File: src/design/utpd_pkg.sv
`default_nettype none

package utpd_pkg;

    localparam int VALUE_W      = 64;
    localparam int DIGIT_DEPTH  = 20;
    localparam int BCD_W        = DIGIT_DEPTH * 4;
    localparam int DIGIT_IDX_W  = $clog2(DIGIT_DEPTH);
    localparam int DCOUNT_W     = $clog2(DIGIT_DEPTH + 1);
    // value bits folded into the BCD word per conversion cycle
    localparam int STEP_BITS    = 4;
    localparam int CONV_STEPS   = VALUE_W / STEP_BITS;
    localparam int STEP_CNT_W   = $clog2(CONV_STEPS);

    localparam int CFG_IDX_W    = 2;
    localparam int CFG_DATA_W   = 6;

    localparam logic [CFG_IDX_W-1:0] CFG_FIELD_WIDTH = 2'd0;
    localparam logic [CFG_IDX_W-1:0] CFG_MIN_DIGITS  = 2'd1;
    localparam logic [CFG_IDX_W-1:0] CFG_ZERO_FILL   = 2'd2;

    localparam logic [7:0] CHAR_ZERO  = 8'h30;
    localparam logic [7:0] CHAR_SPACE = 8'h20;

    // Double dabble: STEP_BITS rounds of add-3 correction and shift-in, MSB first.
    function automatic logic [BCD_W-1:0] dabble_step(
        input logic [BCD_W-1:0]     bcd,
        input logic [STEP_BITS-1:0] bits
    );
        logic [BCD_W-1:0] acc;
        acc = bcd;
        for (int s = STEP_BITS - 1; s >= 0; s--)
        begin
            for (int d = 0; d < DIGIT_DEPTH; d++)
            begin
                if (acc[d*4 +: 4] >= 4'd5)
                begin
                    acc[d*4 +: 4] = acc[d*4 +: 4] + 4'd3;
                end
            end
            acc = {acc[BCD_W-2:0], bits[s]};
        end
        return acc;
    endfunction

endpackage

`default_nettype wire

File: src/design/unsigned_to_padded_decimal.sv
`default_nettype none

// Channel   Direction  Handshake           Payload
// -------   ---------  ------------------  -------------------------------
// in        sink       in_valid/in_stall   value[63:0]
// out       source     out_valid/out_stall char_code[7:0], last
// cfg       sink       cfg_valid/cfg_ready cfg_index[1:0], cfg_data[5:0]
//
// One number runs through the conversion (double dabble, 4 bits per cycle
// through the shared add-3/shift unit), digit count and sizing, then the
// characters are emitted, each loaded into the output register when it is
// empty or being taken; the next number can be taken once the last is loaded.
// in_stall is high from acceptance until the last character
// is loaded into the output register. out_stall only pauses emission; the
// output register lets the next number enter while the last character waits.
// rst_n clears state, registers and the output valid asynchronously.

module unsigned_to_padded_decimal #(
    parameter int MAX_WIDTH = 32
) (
    input  wire                              clk,
    input  wire                              rst_n,
    // input items
    input  wire                              in_valid,
    output logic                             in_stall,
    input  wire  [utpd_pkg::VALUE_W-1:0]     value,
    // result items
    output logic                             out_valid,
    input  wire                              out_stall,
    output logic [7:0]                       char_code,
    output logic                             last,
    // configuration writes
    input  wire                              cfg_valid,
    output logic                             cfg_ready,
    input  wire  [utpd_pkg::CFG_IDX_W-1:0]   cfg_index,
    input  wire  [utpd_pkg::CFG_DATA_W-1:0]  cfg_data
);
    import utpd_pkg::*;

    // character counts run up to MAX_WIDTH
    localparam int CNT_W = $clog2(MAX_WIDTH + 1);

    typedef enum logic [2:0] {
        ST_IDLE,
        ST_CONV,
        ST_COUNT,
        ST_SIZE,
        ST_EMIT
    } state_t;

    // configuration registers
    logic [CFG_DATA_W-1:0] field_width_reg;
    logic [CFG_DATA_W-1:0] min_digits_reg;
    logic                  zero_fill_reg;

    state_t                state_reg,       state_next;
    logic [VALUE_W-1:0]    value_reg,       value_next;
    logic [BCD_W-1:0]      bcd_reg,         bcd_next;
    logic [STEP_CNT_W-1:0] step_reg,        step_next;
    logic [DCOUNT_W-1:0]   digit_count_reg, digit_count_next;
    logic [CNT_W-1:0]      body_reg,        body_next;
    logic [CNT_W-1:0]      emit_pos_reg,    emit_pos_next;
    logic                  out_valid_reg,   out_valid_next;
    logic [7:0]            char_code_reg,   char_code_next;
    logic                  last_reg,        last_next;

    logic [CNT_W-1:0]      width_cap;
    logic [CNT_W-1:0]      prec_cap;
    logic [CNT_W-1:0]      digits_ext;
    logic [CNT_W-1:0]      body_calc;
    logic [DCOUNT_W-1:0]   digit_count_calc;
    logic                  load_ok;
    logic [3:0]            cur_digit;
    logic [7:0]            cur_char;

    assign cfg_ready = 1'b1;
    assign in_stall  = (state_reg != ST_IDLE);
    assign out_valid = out_valid_reg;
    assign char_code = char_code_reg;
    assign last      = last_reg;

    always_ff @(posedge clk or negedge rst_n)
    begin
        if (!rst_n)
        begin
            field_width_reg <= '0;
            min_digits_reg  <= '0;
            zero_fill_reg   <= 1'b0;
        end
        else if (cfg_valid && cfg_ready)
        begin
            case (cfg_index)
                CFG_FIELD_WIDTH: field_width_reg <= cfg_data;
                CFG_MIN_DIGITS:  min_digits_reg  <= cfg_data;
                CFG_ZERO_FILL:   zero_fill_reg   <= cfg_data[0];
                default:         ; // unknown index: write dropped
            endcase
        end
    end

    // widths above MAX_WIDTH clip to it
    always_comb
    begin
        if (int'(field_width_reg) > MAX_WIDTH)
            width_cap = CNT_W'(MAX_WIDTH);
        else
            width_cap = CNT_W'(field_width_reg);
        if (int'(min_digits_reg) > MAX_WIDTH)
            prec_cap = CNT_W'(MAX_WIDTH);
        else
            prec_cap = CNT_W'(min_digits_reg);
    end

    // highest nonzero digit sets the count; zero still shows one digit
    always_comb
    begin
        digit_count_calc = DCOUNT_W'(1);
        for (int d = 0; d < DIGIT_DEPTH; d++)
        begin
            if (bcd_reg[d*4 +: 4] != 4'd0)
                digit_count_calc = DCOUNT_W'(d + 1);
        end
    end

    assign digits_ext = CNT_W'(digit_count_reg);
    assign body_calc  = (prec_cap > digits_ext) ? prec_cap : digits_ext;

    // character at position emit_pos_reg, counted from the right
    assign cur_digit = bcd_reg[emit_pos_reg[DIGIT_IDX_W-1:0]*4 +: 4];
    always_comb
    begin
        if (emit_pos_reg < digits_ext)
            cur_char = CHAR_ZERO + {4'd0, cur_digit};
        else if (emit_pos_reg < body_reg)
            cur_char = CHAR_ZERO;
        else if (zero_fill_reg)
            cur_char = CHAR_ZERO;
        else
            cur_char = CHAR_SPACE;
    end

    assign load_ok = !out_valid_reg || !out_stall;

    always_comb
    begin
        state_next       = state_reg;
        value_next       = value_reg;
        bcd_next         = bcd_reg;
        step_next        = step_reg;
        digit_count_next = digit_count_reg;
        body_next        = body_reg;
        emit_pos_next    = emit_pos_reg;
        out_valid_next   = out_valid_reg;
        char_code_next   = char_code_reg;
        last_next        = last_reg;

        if (out_valid_reg && !out_stall)
            out_valid_next = 1'b0;

        case (state_reg)
            ST_IDLE:
            begin
                if (in_valid)
                begin
                    value_next = value;
                    bcd_next   = '0;
                    step_next  = '0;
                    state_next = ST_CONV;
                end
            end
            ST_CONV:
            begin
                bcd_next   = dabble_step(bcd_reg, value_reg[VALUE_W-1 -: STEP_BITS]);
                value_next = {value_reg[VALUE_W-STEP_BITS-1:0], {STEP_BITS{1'b0}}};
                step_next  = step_reg + STEP_CNT_W'(1);
                if (step_reg == STEP_CNT_W'(CONV_STEPS - 1))
                    state_next = ST_COUNT;
            end
            ST_COUNT:
            begin
                digit_count_next = digit_count_calc;
                state_next       = ST_SIZE;
            end
            ST_SIZE:
            begin
                body_next     = body_calc;
                // total is at least one digit, so total - 1 never wraps
                emit_pos_next = ((width_cap > body_calc) ? width_cap : body_calc)
                                - CNT_W'(1);
                state_next    = ST_EMIT;
            end
            ST_EMIT:
            begin
                if (load_ok)
                begin
                    out_valid_next = 1'b1;
                    char_code_next = cur_char;
                    last_next      = (emit_pos_reg == '0);
                    emit_pos_next  = emit_pos_reg - CNT_W'(1);
                    if (emit_pos_reg == '0)
                        state_next = ST_IDLE;
                end
            end
            default:
            begin
                state_next = ST_IDLE;
            end
        endcase
    end

    always_ff @(posedge clk or negedge rst_n)
    begin
        if (!rst_n)
        begin
            state_reg       <= ST_IDLE;
            value_reg       <= '0;
            bcd_reg         <= '0;
            step_reg        <= '0;
            digit_count_reg <= '0;
            body_reg        <= '0;
            emit_pos_reg    <= '0;
            out_valid_reg   <= 1'b0;
            char_code_reg   <= '0;
            last_reg        <= 1'b0;
        end
        else
        begin
            state_reg       <= state_next;
            value_reg       <= value_next;
            bcd_reg         <= bcd_next;
            step_reg        <= step_next;
            digit_count_reg <= digit_count_next;
            body_reg        <= body_next;
            emit_pos_reg    <= emit_pos_next;
            out_valid_reg   <= out_valid_next;
            char_code_reg   <= char_code_next;
            last_reg        <= last_next;
        end
    end

endmodule

`default_nettype wire

File: config.mk
export PLATFORM = sky130hd
export DESIGN_NAME = unsigned_to_padded_decimal
export DESIGN_NICKNAME = d
export VERILOG_FILES = /design/src/design/utpd_pkg.sv /design/src/design/unsigned_to_padded_decimal.sv
export SDC_FILE = /design/constraint.sdc
export NUM_CORES = 1
export LEC_CHECK = 0
export ABC_AREA = 1
export BUFFER_PORTS_ARGS = -buffer_cell sky130_fd_sc_hd__buf_2
export CORE_MARGIN = 2
export CORE_UTILIZATION = 35
export DETAILED_ROUTE_END_ITERATION = 7
export HOLD_SLACK_MARGIN = 0.1
export PLACE_DENSITY = 0.61
export SLEW_MARGIN = 0
export SYNTH_ARGS = -nofsm -noshare
export SYNTH_HDL_FRONTEND = slang
export SYNTH_SLANG_ARGS = --single-unit
export TNS_END_PERCENT = 50
File: constraint.sdc
create_clock -name clk -period 4.1 [get_ports clk]
set_input_delay 0.82 -clock clk [delete_from_list [all_inputs] [get_ports clk]]
set_output_delay 0.82 -clock clk [all_outputs]
set_load 0.02 [all_outputs]
After elaboration in Yosys (flattened, before gate mapping)
Cells that the tools add are included.
{ "word_totals": {"regBits": 191, "inputBits": 77, "output_inout_bits": 12} }
{ "op_classes": {"add_sub_neg": 84, "n_lt_le_gt_ge": 86, "eq_ne": 11, "n_shift": 1, "mux": 182, "reduce_logical": 36} }
{ "op_table": {"columns": ["operator", "count"], "rows": [
  ["$mux W4", 134],
  ["$ge A4 B3 Y1 const B", 80],
  ["$add A4 B2 Y4 const B", 76],
  ["$pmux W80 S2", 1],
  ["$pmux W64 S2", 1],
  ["$mux W5", 20],
  ["$mux W80", 1],
  ["$shiftx A80 B8 Y4", 1],
  ["$reduce_bool A4 Y1", 19],
  ["$mux W64", 1],
  ["$mux W3", 11],
  ["$mux W6", 5],
  ["$pmux W3 S5", 1],
  ["$add A3 B2 Y3 const B", 4],
  ["$gt A6 B6 Y1 const B", 2],
  ["$pmux W6 S2", 1],
  ["$reduce_and A2 Y1", 6],
  ["$sub A6 B1 Y6 const B", 2],
  ["$ne A2 B2 Y1 const B", 4],
  ["$pmux W4 S2", 1],
  ["$add A6 B4 Y7 const A", 1],
  ["$mux W7", 1],
  ["$eq A3 B2 Y1 const B", 2],
  ["$gt A6 B5 Y1", 1],
  ["other kinds (20)", 24]
]} }

Longest topological paths before layout
Gate-level depths: netlist of run 1.
{ "logic_depth": {"depth_word": 20, "mapped_depth": 33} }

Worst setup path before layout of run 1
OpenSTA, ideal clock, no wires.
{ "synth_timing": {"path_type": "register to register", "startpoint": "reg bcd_reg[72]", "endpoint": "reg bcd_reg[74]", "t_arrival_ns": 3.675, "slack_ns": 0.293, "path_stages_with_launch": 27, "n_path_buf": 0, "synth_period_minus_slack_ns": 3.807, "cell_sequence": "dfrtp_1 -> inv_1 -> ha_1 -> inv_1 -> o21ai_2 -> nand2_2 -> xor2_1 -> ha_1 -> inv_1 -> or2_2 -> nand2_1 -> nand2_2 -> xor2_1 -> ha_1 -> nand2_1 -> nand3_1 -> nand2_1 -> xnor2_1 -> ha_1 -> inv_1 -> or2_2 -> nand3_1 -> nand2_1 -> inv_1 -> nand2_1 -> o21ai_1 -> o21ai_1"} }
{ "synth_via": {"elab_chain_len": 12, "elab_cells_between_ends": 16} }
{ "synth_rtl": {"columns": ["item", "line", "rtl"], "rows": [
  ["start, declared", "unsigned_to_padded_decimal.sv:58", "logic [BCD_W-1:0] bcd_reg, bcd_next;"],
  ["start signal, assigned", "unsigned_to_padded_decimal.sv:230", "bcd_reg <= bcd_next;"],
  ["$add A4 B2 Y4 / $ge A4 B3 Y1 (equally long branches)", "utpd_pkg.sv:38, utpd_pkg.sv:36", null],
  ["$mux W4 (*)", "utpd_pkg.sv:36", "if (acc[d*4 +: 4] >= 4'd5)"],
  ["$mux W4 (*)", "unsigned_to_padded_decimal.sv:160", "case (state_reg)"],
  ["$add A4 B2 Y4 / $ge A4 B3 Y1 (equally long branches)", "utpd_pkg.sv:38, utpd_pkg.sv:36", null],
  ["$mux W4 (*)", "utpd_pkg.sv:36", null],
  ["$mux W4 (*)", "unsigned_to_padded_decimal.sv:160", null],
  ["$ge A4 B3 Y1 / $add A4 B2 Y4 (equally long branches)", "utpd_pkg.sv:36, utpd_pkg.sv:38", null],
  ["$mux W4 (*)", "utpd_pkg.sv:36", null],
  ["$mux W4 (*)", "unsigned_to_padded_decimal.sv:160", null],
  ["$add A4 B2 Y4 / $ge A4 B3 Y1 (equally long branches)", "utpd_pkg.sv:38, utpd_pkg.sv:36", null],
  ["$mux W4 (*)", "utpd_pkg.sv:36", null],
  ["$pmux W80 S2 (*)", "unsigned_to_padded_decimal.sv:160", null]
]} }
Mark *: on every way between the ends. The rest lies on a longest branch, timed or not. The select of a mux whose other input is x is not followed.
A chain may end at the register's enable or synchronous reset.

Worst setup path after layout of run 1
{ "layout_timing": {"startpoint": "reg bcd_reg[60]", "endpoint": "reg bcd_reg[70]"} }
{ "layout_via": {"elab_chain_len": 12, "elab_cells_between_ends": 24} }
{ "layout_rtl": {"columns": ["item", "line"], "rows": [
  ["$add A4 B2 Y4 / $ge A4 B3 Y1 (equally long branches)", "utpd_pkg.sv:38, utpd_pkg.sv:36"],
  ["$mux W4 (*)", "utpd_pkg.sv:36"],
  ["$mux W4 (*)", "unsigned_to_padded_decimal.sv:160"],
  ["$add A4 B2 Y4 / $ge A4 B3 Y1 (equally long branches)", "utpd_pkg.sv:38, utpd_pkg.sv:36"],
  ["$mux W4", "utpd_pkg.sv:36"],
  ["$mux W4", "unsigned_to_padded_decimal.sv:160"],
  ["$add A4 B2 Y4 / $ge A4 B3 Y1 (equally long branches)", "utpd_pkg.sv:38, utpd_pkg.sv:36"],
  ["$mux W4", "utpd_pkg.sv:36"],
  ["$mux W4", "unsigned_to_padded_decimal.sv:160"],
  ["$add A4 B2 Y4 / $ge A4 B3 Y1 (equally long branches)", "utpd_pkg.sv:38, utpd_pkg.sv:36"],
  ["$mux W4 (*)", "utpd_pkg.sv:36"],
  ["$pmux W80 S2 (*)", "unsigned_to_padded_decimal.sv:160"]
]} }
Marked as above.

==> out/qor.csv, run 1 <==
stage,metric,value,unit
worst_setup_path,path_class,register to register,
grt,grt_pass1_wl,79800,um
synth,synth_edf_count,0,
cts,cts_max_level,4,
floorplanning,num_io_pins,89,
outcome,status,"finished, final reports clean",
flow_run,drv_cap,0,
worst_setup_path,cp-start-kind,register,
routing,routed-via-count,17700,
worst_setup_path,cpMaxStageDelayCell,dfrtp_2,
place,portBuffers,85,
synth,yosys_warnings,0,
grt,grt_max_degree,101,
worst_setup_path,cp_common_cell,nand2_2,
final_layout,utilization,0.429,
final_layout,antenna_cells,0,
timing,rsz0062_at_grt,yes,
place,placed_area,20300,um^2
synth,avgSynthCellArea,6.72,um^2
grt,track_usage,0.178,
synth,synth_cells,2759,
cts,cts_made_buffers,17,
timing,slew_viol_final,0,
place,post-place-ws,-1.80,ps
timing,relSlewSlack,0.411,
place,gp_congestion,0.851,
timing,fin_ws,201,ps
grt,grt_pass1_vias,16300,
synth,synth_seq_area_share,0.255,
routing,avgViaCountPerCell,4.84,
timing,hold_viol_final,0,
timing,clock_skew,15.4,ps
synth,ys_ff_latch,189,
grt,antenna_found_initial,2,
timing,finalCritPeriodShare,0.951,
grt,grt_overflow_total,0,
cts,cts_tree,yes,
routing,drcViolationCount,0,
floorplanning,initial_core_util,0.354,
floorplanning,core-area,52400,um^2
final_layout,area_growth_syn_to_layout,21.3,%
timing,max_clock_freq,257,MHz
cts,clock_path_buffers,2,
worst_setup_path,worstPathRequired,4500,ps
routing,wl_per_cell,13.5,um
synth,synth_area,18500,um^2
worst_setup_path,cp_max_fo,4,
timing,hold_slack,438,ps
place,dp.final_hpwl,36200,um
final_layout,nets,3222,
floorplanning,die_area,54800,um^2
final_layout,final.fill_count,5335,
worst_setup_path,end_kind,register,
final_layout,drive_gt1_frac,0.235,
synth,synth_most_common_cell,nand2_1,
cts,cts_root_buffer,clkbuf_16,
synth,ys_top_cells_by_count,"nand2_1 (688), inv_1 (432), nand3_1 (202)",
routing,drt_first_pass_iters,6,
floorplanning,rows,84,
floorplanning,die_h,234,um
routing,ant_nets,0,
synth,synth_top_area_share,0.255,
worst_setup_path,critPathLaunch,bcd_reg[60],
synth,synth_ff_type,dfrtp_1,
final_layout,design_area,22500,um^2
cts,clk_pin_slew,80,ps
final_layout,largest_register_ffs,80,
worst_setup_path,r2r_cells,28,
synth,synth_area_leader_cell,dfrtp_1,
timing,setup_viol,0,
worst_setup_path,timing.critical_path.arrival,4300,ps
routing,first_iter_violations,828,
cts,cts.sinks,189,
worst_setup_path,slowest_delay,450,ps
synth,synth.top_cells.by_area,"dfrtp_1 (26%), nand2_1 (14%), ha_1 (12%), inv_1 (8.7%), nand3_1 (5.5%)",
timing,fin_crit,3900,ps
synth,synthArstFlopShare,1.00,
timing,tightest_slew,883,ps
synth,synth_cell_types,54,
cts,clk-insertion-delay-late,470,ps
worst_setup_path,reg2reg_from,bcd_reg[60],
routing,drt_wl_total,49300,um
floorplanning,die_w,234,um
hold_path,hold_path.class,input pin to asynchronous set/reset pin,
-- path summary, 6_finish.rpt --
kind                            endpoint  slack [ps]
max                          bcd_reg[70]         200
min                        value_reg[33]         440
max reg2reg                  bcd_reg[70]         200
min reg2reg                         last         490
max in group asynchronous    bcd_reg[20]        2490
min in group clk                    last         490
-- cells by family after synthesis --
logic type / after synthesis / synth area share
compound gates: 477 / 0.161
xor+xnor: 49 / 0.0329
fa+ha+maj: 183 / 0.123
buf+inv: 543 / 0.111
flops: 189 / 0.255
other cells: 2 / 0.000405
simple gates: 1316 / 0.317
-- what timing repair did --
item | in CTS | in global routing
pin swaps | 0 | 91
buffers inserted | 0 | 80
gates resized for setup | 3 | 255
setup endpoints to repair | 5 | 64
hold buffers | 0 | 0
-- through the flow --
step | TNS, ps | std cells
6_report | 0 | 3661
5_1_grt | -1090 | 3661
4_1_cts | 0 | 3581
3_5_place_dp | -2.34 | 3551
3_3_place_gp | 0 | 3551
2_1_floorplan | 0 | 2760
-- critical path: cells and delay by family, from the launching register on --
kind / cells / cell delay, ps
XOR/XNOR: 1 / 220
flip-flops: 1 / 450
AO/OA/AOI/OAI: 2 / 300
buffers and inverters: 8 / 670
adder cells (fa/ha/maj): 4 / 670
AND/OR/NAND/NOR: 13 / 1500
-- area by class of cell --
cell class / count / area [um^2] / area share
tap: 688 / 861 / 0.0383
clock buffer: 17 / 425 / 0.0189
multi-input combinational: 2028 / 12800 / 0.570
clock inverter: 13 / 150 / 0.00668
timing repair buffer: 248 / 1700 / 0.0754
sequential: 189 / 4740 / 0.211
inverter: 478 / 1800 / 0.0801
-- placed cells by master, fill, tap and decap left out, drive strengths merged, types with 70 or more instances in the layout --
cell type  Yosys  final
nor2         190    190
nor3          70     70
nand2        736    736
nand3        221    221
ha           183    183
o21ai        242    242
a21oi        101    101
dfrtp        189    189
inv          477    483
buf            8    247
-- metal layers --
metal  part of all wire  track usage
met3              0.042       0.0328
met4              0.019       0.0423
met2               0.48        0.303
met5            0.00051            0
met1               0.46        0.232
Power of run 1 is not shown: default switching activity piles up to over one toggle a cycle in this logic, so the estimate is an artifact.
==> run 2, diff against run 1 <==
ABC_AREA = unset   (was 1)
==> out/qor.csv, run 2 <==
stage,metric,value,unit
worst_setup_path,cp_common_cell,ha_2,
synth,synth_cell_types,97,
floorplanning,die_area,57700,um^2
routing,wl_per_cell,16.7,um
synth,synth_edf_count,0,
grt,grt_overflow_total,0,
synth,synthArstFlopShare,1.00,
routing,drcViolationCount,0,
synth,avgSynthCellArea,8.11,um^2
outcome,status,"complete, but fails checks",
cts,clock_path_buffers,2,
timing,relSlewSlack,0.304,
synth,synth_top_family_by_area,compound AO/OA/AOI/OAI gates,
synth,synth_seq_area_share,0.242,
grt,antenna_found_initial,0,
cts,clk_pin_slew,70,ps
synth,synthMuxAreaShare,0.0925,
worst_setup_path,regToRegEndpoint,bcd_reg[68],
timing,hold_viol_final,0,
synth,synth_most_common_cell,nand2_1,
synth,ys_top_cells_by_count,"nand2_1 (299), dfrtp_1 (189), ha_1 (183)",
floorplanning,die_w,240,um
place,dp.final_hpwl,44100,um
synth,yosys.area_share.simple,0.226,
final_layout,drive_gt1_frac,0.457,
timing,fin_ws,-135,ps
final_layout,antenna_cells,0,
floorplanning,initial_core_util,0.354,
routing,drt_wl_total,63200,um
worst_setup_path,reg2reg_from,bcd_reg[64],
synth,synth_area_leader_cell,dfrtp_1,
worst_setup_path,critPathTopFamily,compound AO/OA/AOI/OAI gates,
worst_setup_path,path_class,register to register,
cts,cts_tree,yes,
routing,ant_nets,0,
synth,synth_top_area_share,0.242,
final_layout,largest_register_ffs,80,
cts,clk-insertion-delay-late,470,ps
routing,first_iter_violations,1173,
synth,synth_ff_type,dfrtp_1,
place,portBuffers,85,
timing,max_clock_freq,236,MHz
grt,grt_pass1_wl,98800,um
timing,tightest_slew,1040,ps
cts,cts_root_buffer,clkbuf_16,
worst_setup_path,path_cells,"inv_2, ha_4, and2b_2, a2bb2oi_4, and2_4, inv_4, ha_2, nor2b_4, o21bai_4, a221oi_4, xnor2_2, ha_2, nand2b_4, nand3_2, mux2_4, nand2_4, xor2_2, inv_2, ha_2, nor2b_4, nor2_1, o2111a_1, a221o_1",
outcome,violations,setup timing,
worst_setup_path,worstPathRequired,4440,ps
final_layout,final-seq-area,4740,um^2
routing,drt_first_pass_iters,5,
grt,grt_pass1_vias,20200,
grt,track_usage,0.208,
routing,avgViaCountPerCell,5.39,
cts,cts.sinks,189,
hold_path,hold_path_depth,1,
worst_setup_path,critPathLaunch,bcd_reg[64],
timing,finalCritPeriodShare,1.03,
floorplanning,core-area,55100,um^2
timing,slew_viol_final,0,
worst_setup_path,r2r_slack,-140,ps
routing,routed-via-count,20400,
timing,hold_slack,474,ps
timing,clock_skew,5.80,ps
synth,yosys_warnings,0,
floorplanning,num_io_pins,89,
floorplanning,die_h,240,um
synth,synth_cells,2407,
timing,fin_crit,4240,ps
grt,grt_max_degree,105,
worst_setup_path,timing.critical_path.arrival,4580,ps
cts,cts_max_level,4,
synth,synth-compound-area-share,0.230,
synth,synth_area,19500,um^2
final_layout,nets,3292,
synth,ys_ff_latch,189,
hold_path,hold_path.class,register to register,
final_layout,final.fill_count,4895,
timing,setup_viol,23,
worst_setup_path,end_kind,register,
synth,synthAdderAreaFrac,0.117,
final_layout,area_growth_syn_to_layout,49.3,%
floorplanning,rows,86,
worst_setup_path,path_buf_inv,3,
cts,cts_made_buffers,17,
synth,synth-xor-area-share,0.0301,
place,gp_congestion,0.868,
timing,rsz0062_at_grt,yes,
hold_path,holdCritStartpoint,char_code[5],
flow_run,drv_cap,0,
final_layout,multi_input_area,16800,um^2
final_layout,layout_common_cells,"buf_4 (609), nand2_1 (280), dfrtp_1 (177)",
worst_setup_path,cpMaxStageDelayCell,dfrtp_2,
synth,synth.top_cells.by_area,"dfrtp_1 (24%), ha_1 (12%), nand2_1 (5.7%), mux2i_1 (4.1%), inv_1 (3.4%)",
timing,tns,-1230,ps
final_layout,final_common_cell,buf_4,
worst_setup_path,r2r_cells,23,
hold_path,hold_end,char_code[5],
final_layout,utilization,0.529,
worst_setup_path,cp-start-kind,register,
worst_setup_path,cp_max_fo,4,
cts,holdBufCountCts,0,
worst_setup_path,slowest_delay,450,ps
run 2: changes by cell type in the layout (fill, tap and decap cells not counted), moves of 56 or more:
| cell | change |
|---|---|
| nand3_1 | -86 |
| nor3_1 | -56 |
| ha_1 | -78 |
| ha_4 | +56 |
| nand2_2 | -67 |
| buf_4 | +449 |
| a31oi_1 | +77 |
| mux2i_1 | +71 |
| inv_1 | -298 |
| nand2_1 | -364 |
run 2: stage by stage:
step                area [um^2]  worst slack [ps]  std cells
detailed placement        24700              -287       3593
floorplan                 20300              -152       2408
CTS                       26800              -155       3715
global placement          24700              -162       3593
global route              29100              -358       3792
finish                    29100              -135       3792
run 2: worst max path at each step:
stage / to / slack [ps] / cells past startpoint
after floorplan: bcd_reg[50] / -150 / 26
after global placement: bcd_reg[74] / -160 / 23
after detailed placement: bcd_reg[14] / -290 / 23
after CTS: bcd_reg[65] / -150 / 22
after global routing: bcd_reg[77] / -360 / 25
final: bcd_reg[68] / -140 / 23
run 2: worst register-to-register path: cells and delay by family, from the launching register on:
kind                     cells  cell delay [ps]
AO/OA/AOI/OAI                5             1070
XOR/XNOR                     2              360
adder cells (fa/ha/maj)      4              780
buffers and inverters        3              190
flip-flops                   1              450
multiplexers                 1              280
AND/OR/NAND/NOR              8              990
run 2: logic make-up after synthesis:
| kind of cell | after synthesis |
|---|---|
| AO/OA/AOI/OAI | 626 |
| XOR/XNOR | 67 |
| adder cells (fa/ha/maj) | 183 |
| buffers and inverters | 301 |
| flip-flops | 189 |
| multiplexers | 143 |
| other | 2 |
| AND/OR/NAND/NOR | 896 |
run 2: area by class of cell:
class,count,area share
Sequential cell,189,0.163
Inverter,187,0.0246
Clock inverter,12,0.00459
Tap cell,748,0.0321
Multi-Input combinational cell,1918,0.578
Timing Repair Buffer,719,0.183
Clock buffer,19,0.0152
run 2: layer usage:
metal  part of all wire  wire length [um]  global-route usage
met5                  0                 0                   0
met4              0.021              1300              0.0565
met3              0.036              2280              0.0210
met2               0.50             31800               0.366
met1               0.44             27800               0.270
run 2: what timing repair did:
action	CTS	global route
buffers inserted	91	80
pin swaps	120	150
gates resized for setup	193	361
setup endpoints to repair	68	80
endpoints found under the hold margin	0	0
gates cloned	0	0
Power of run 2 is left out for the same reason.
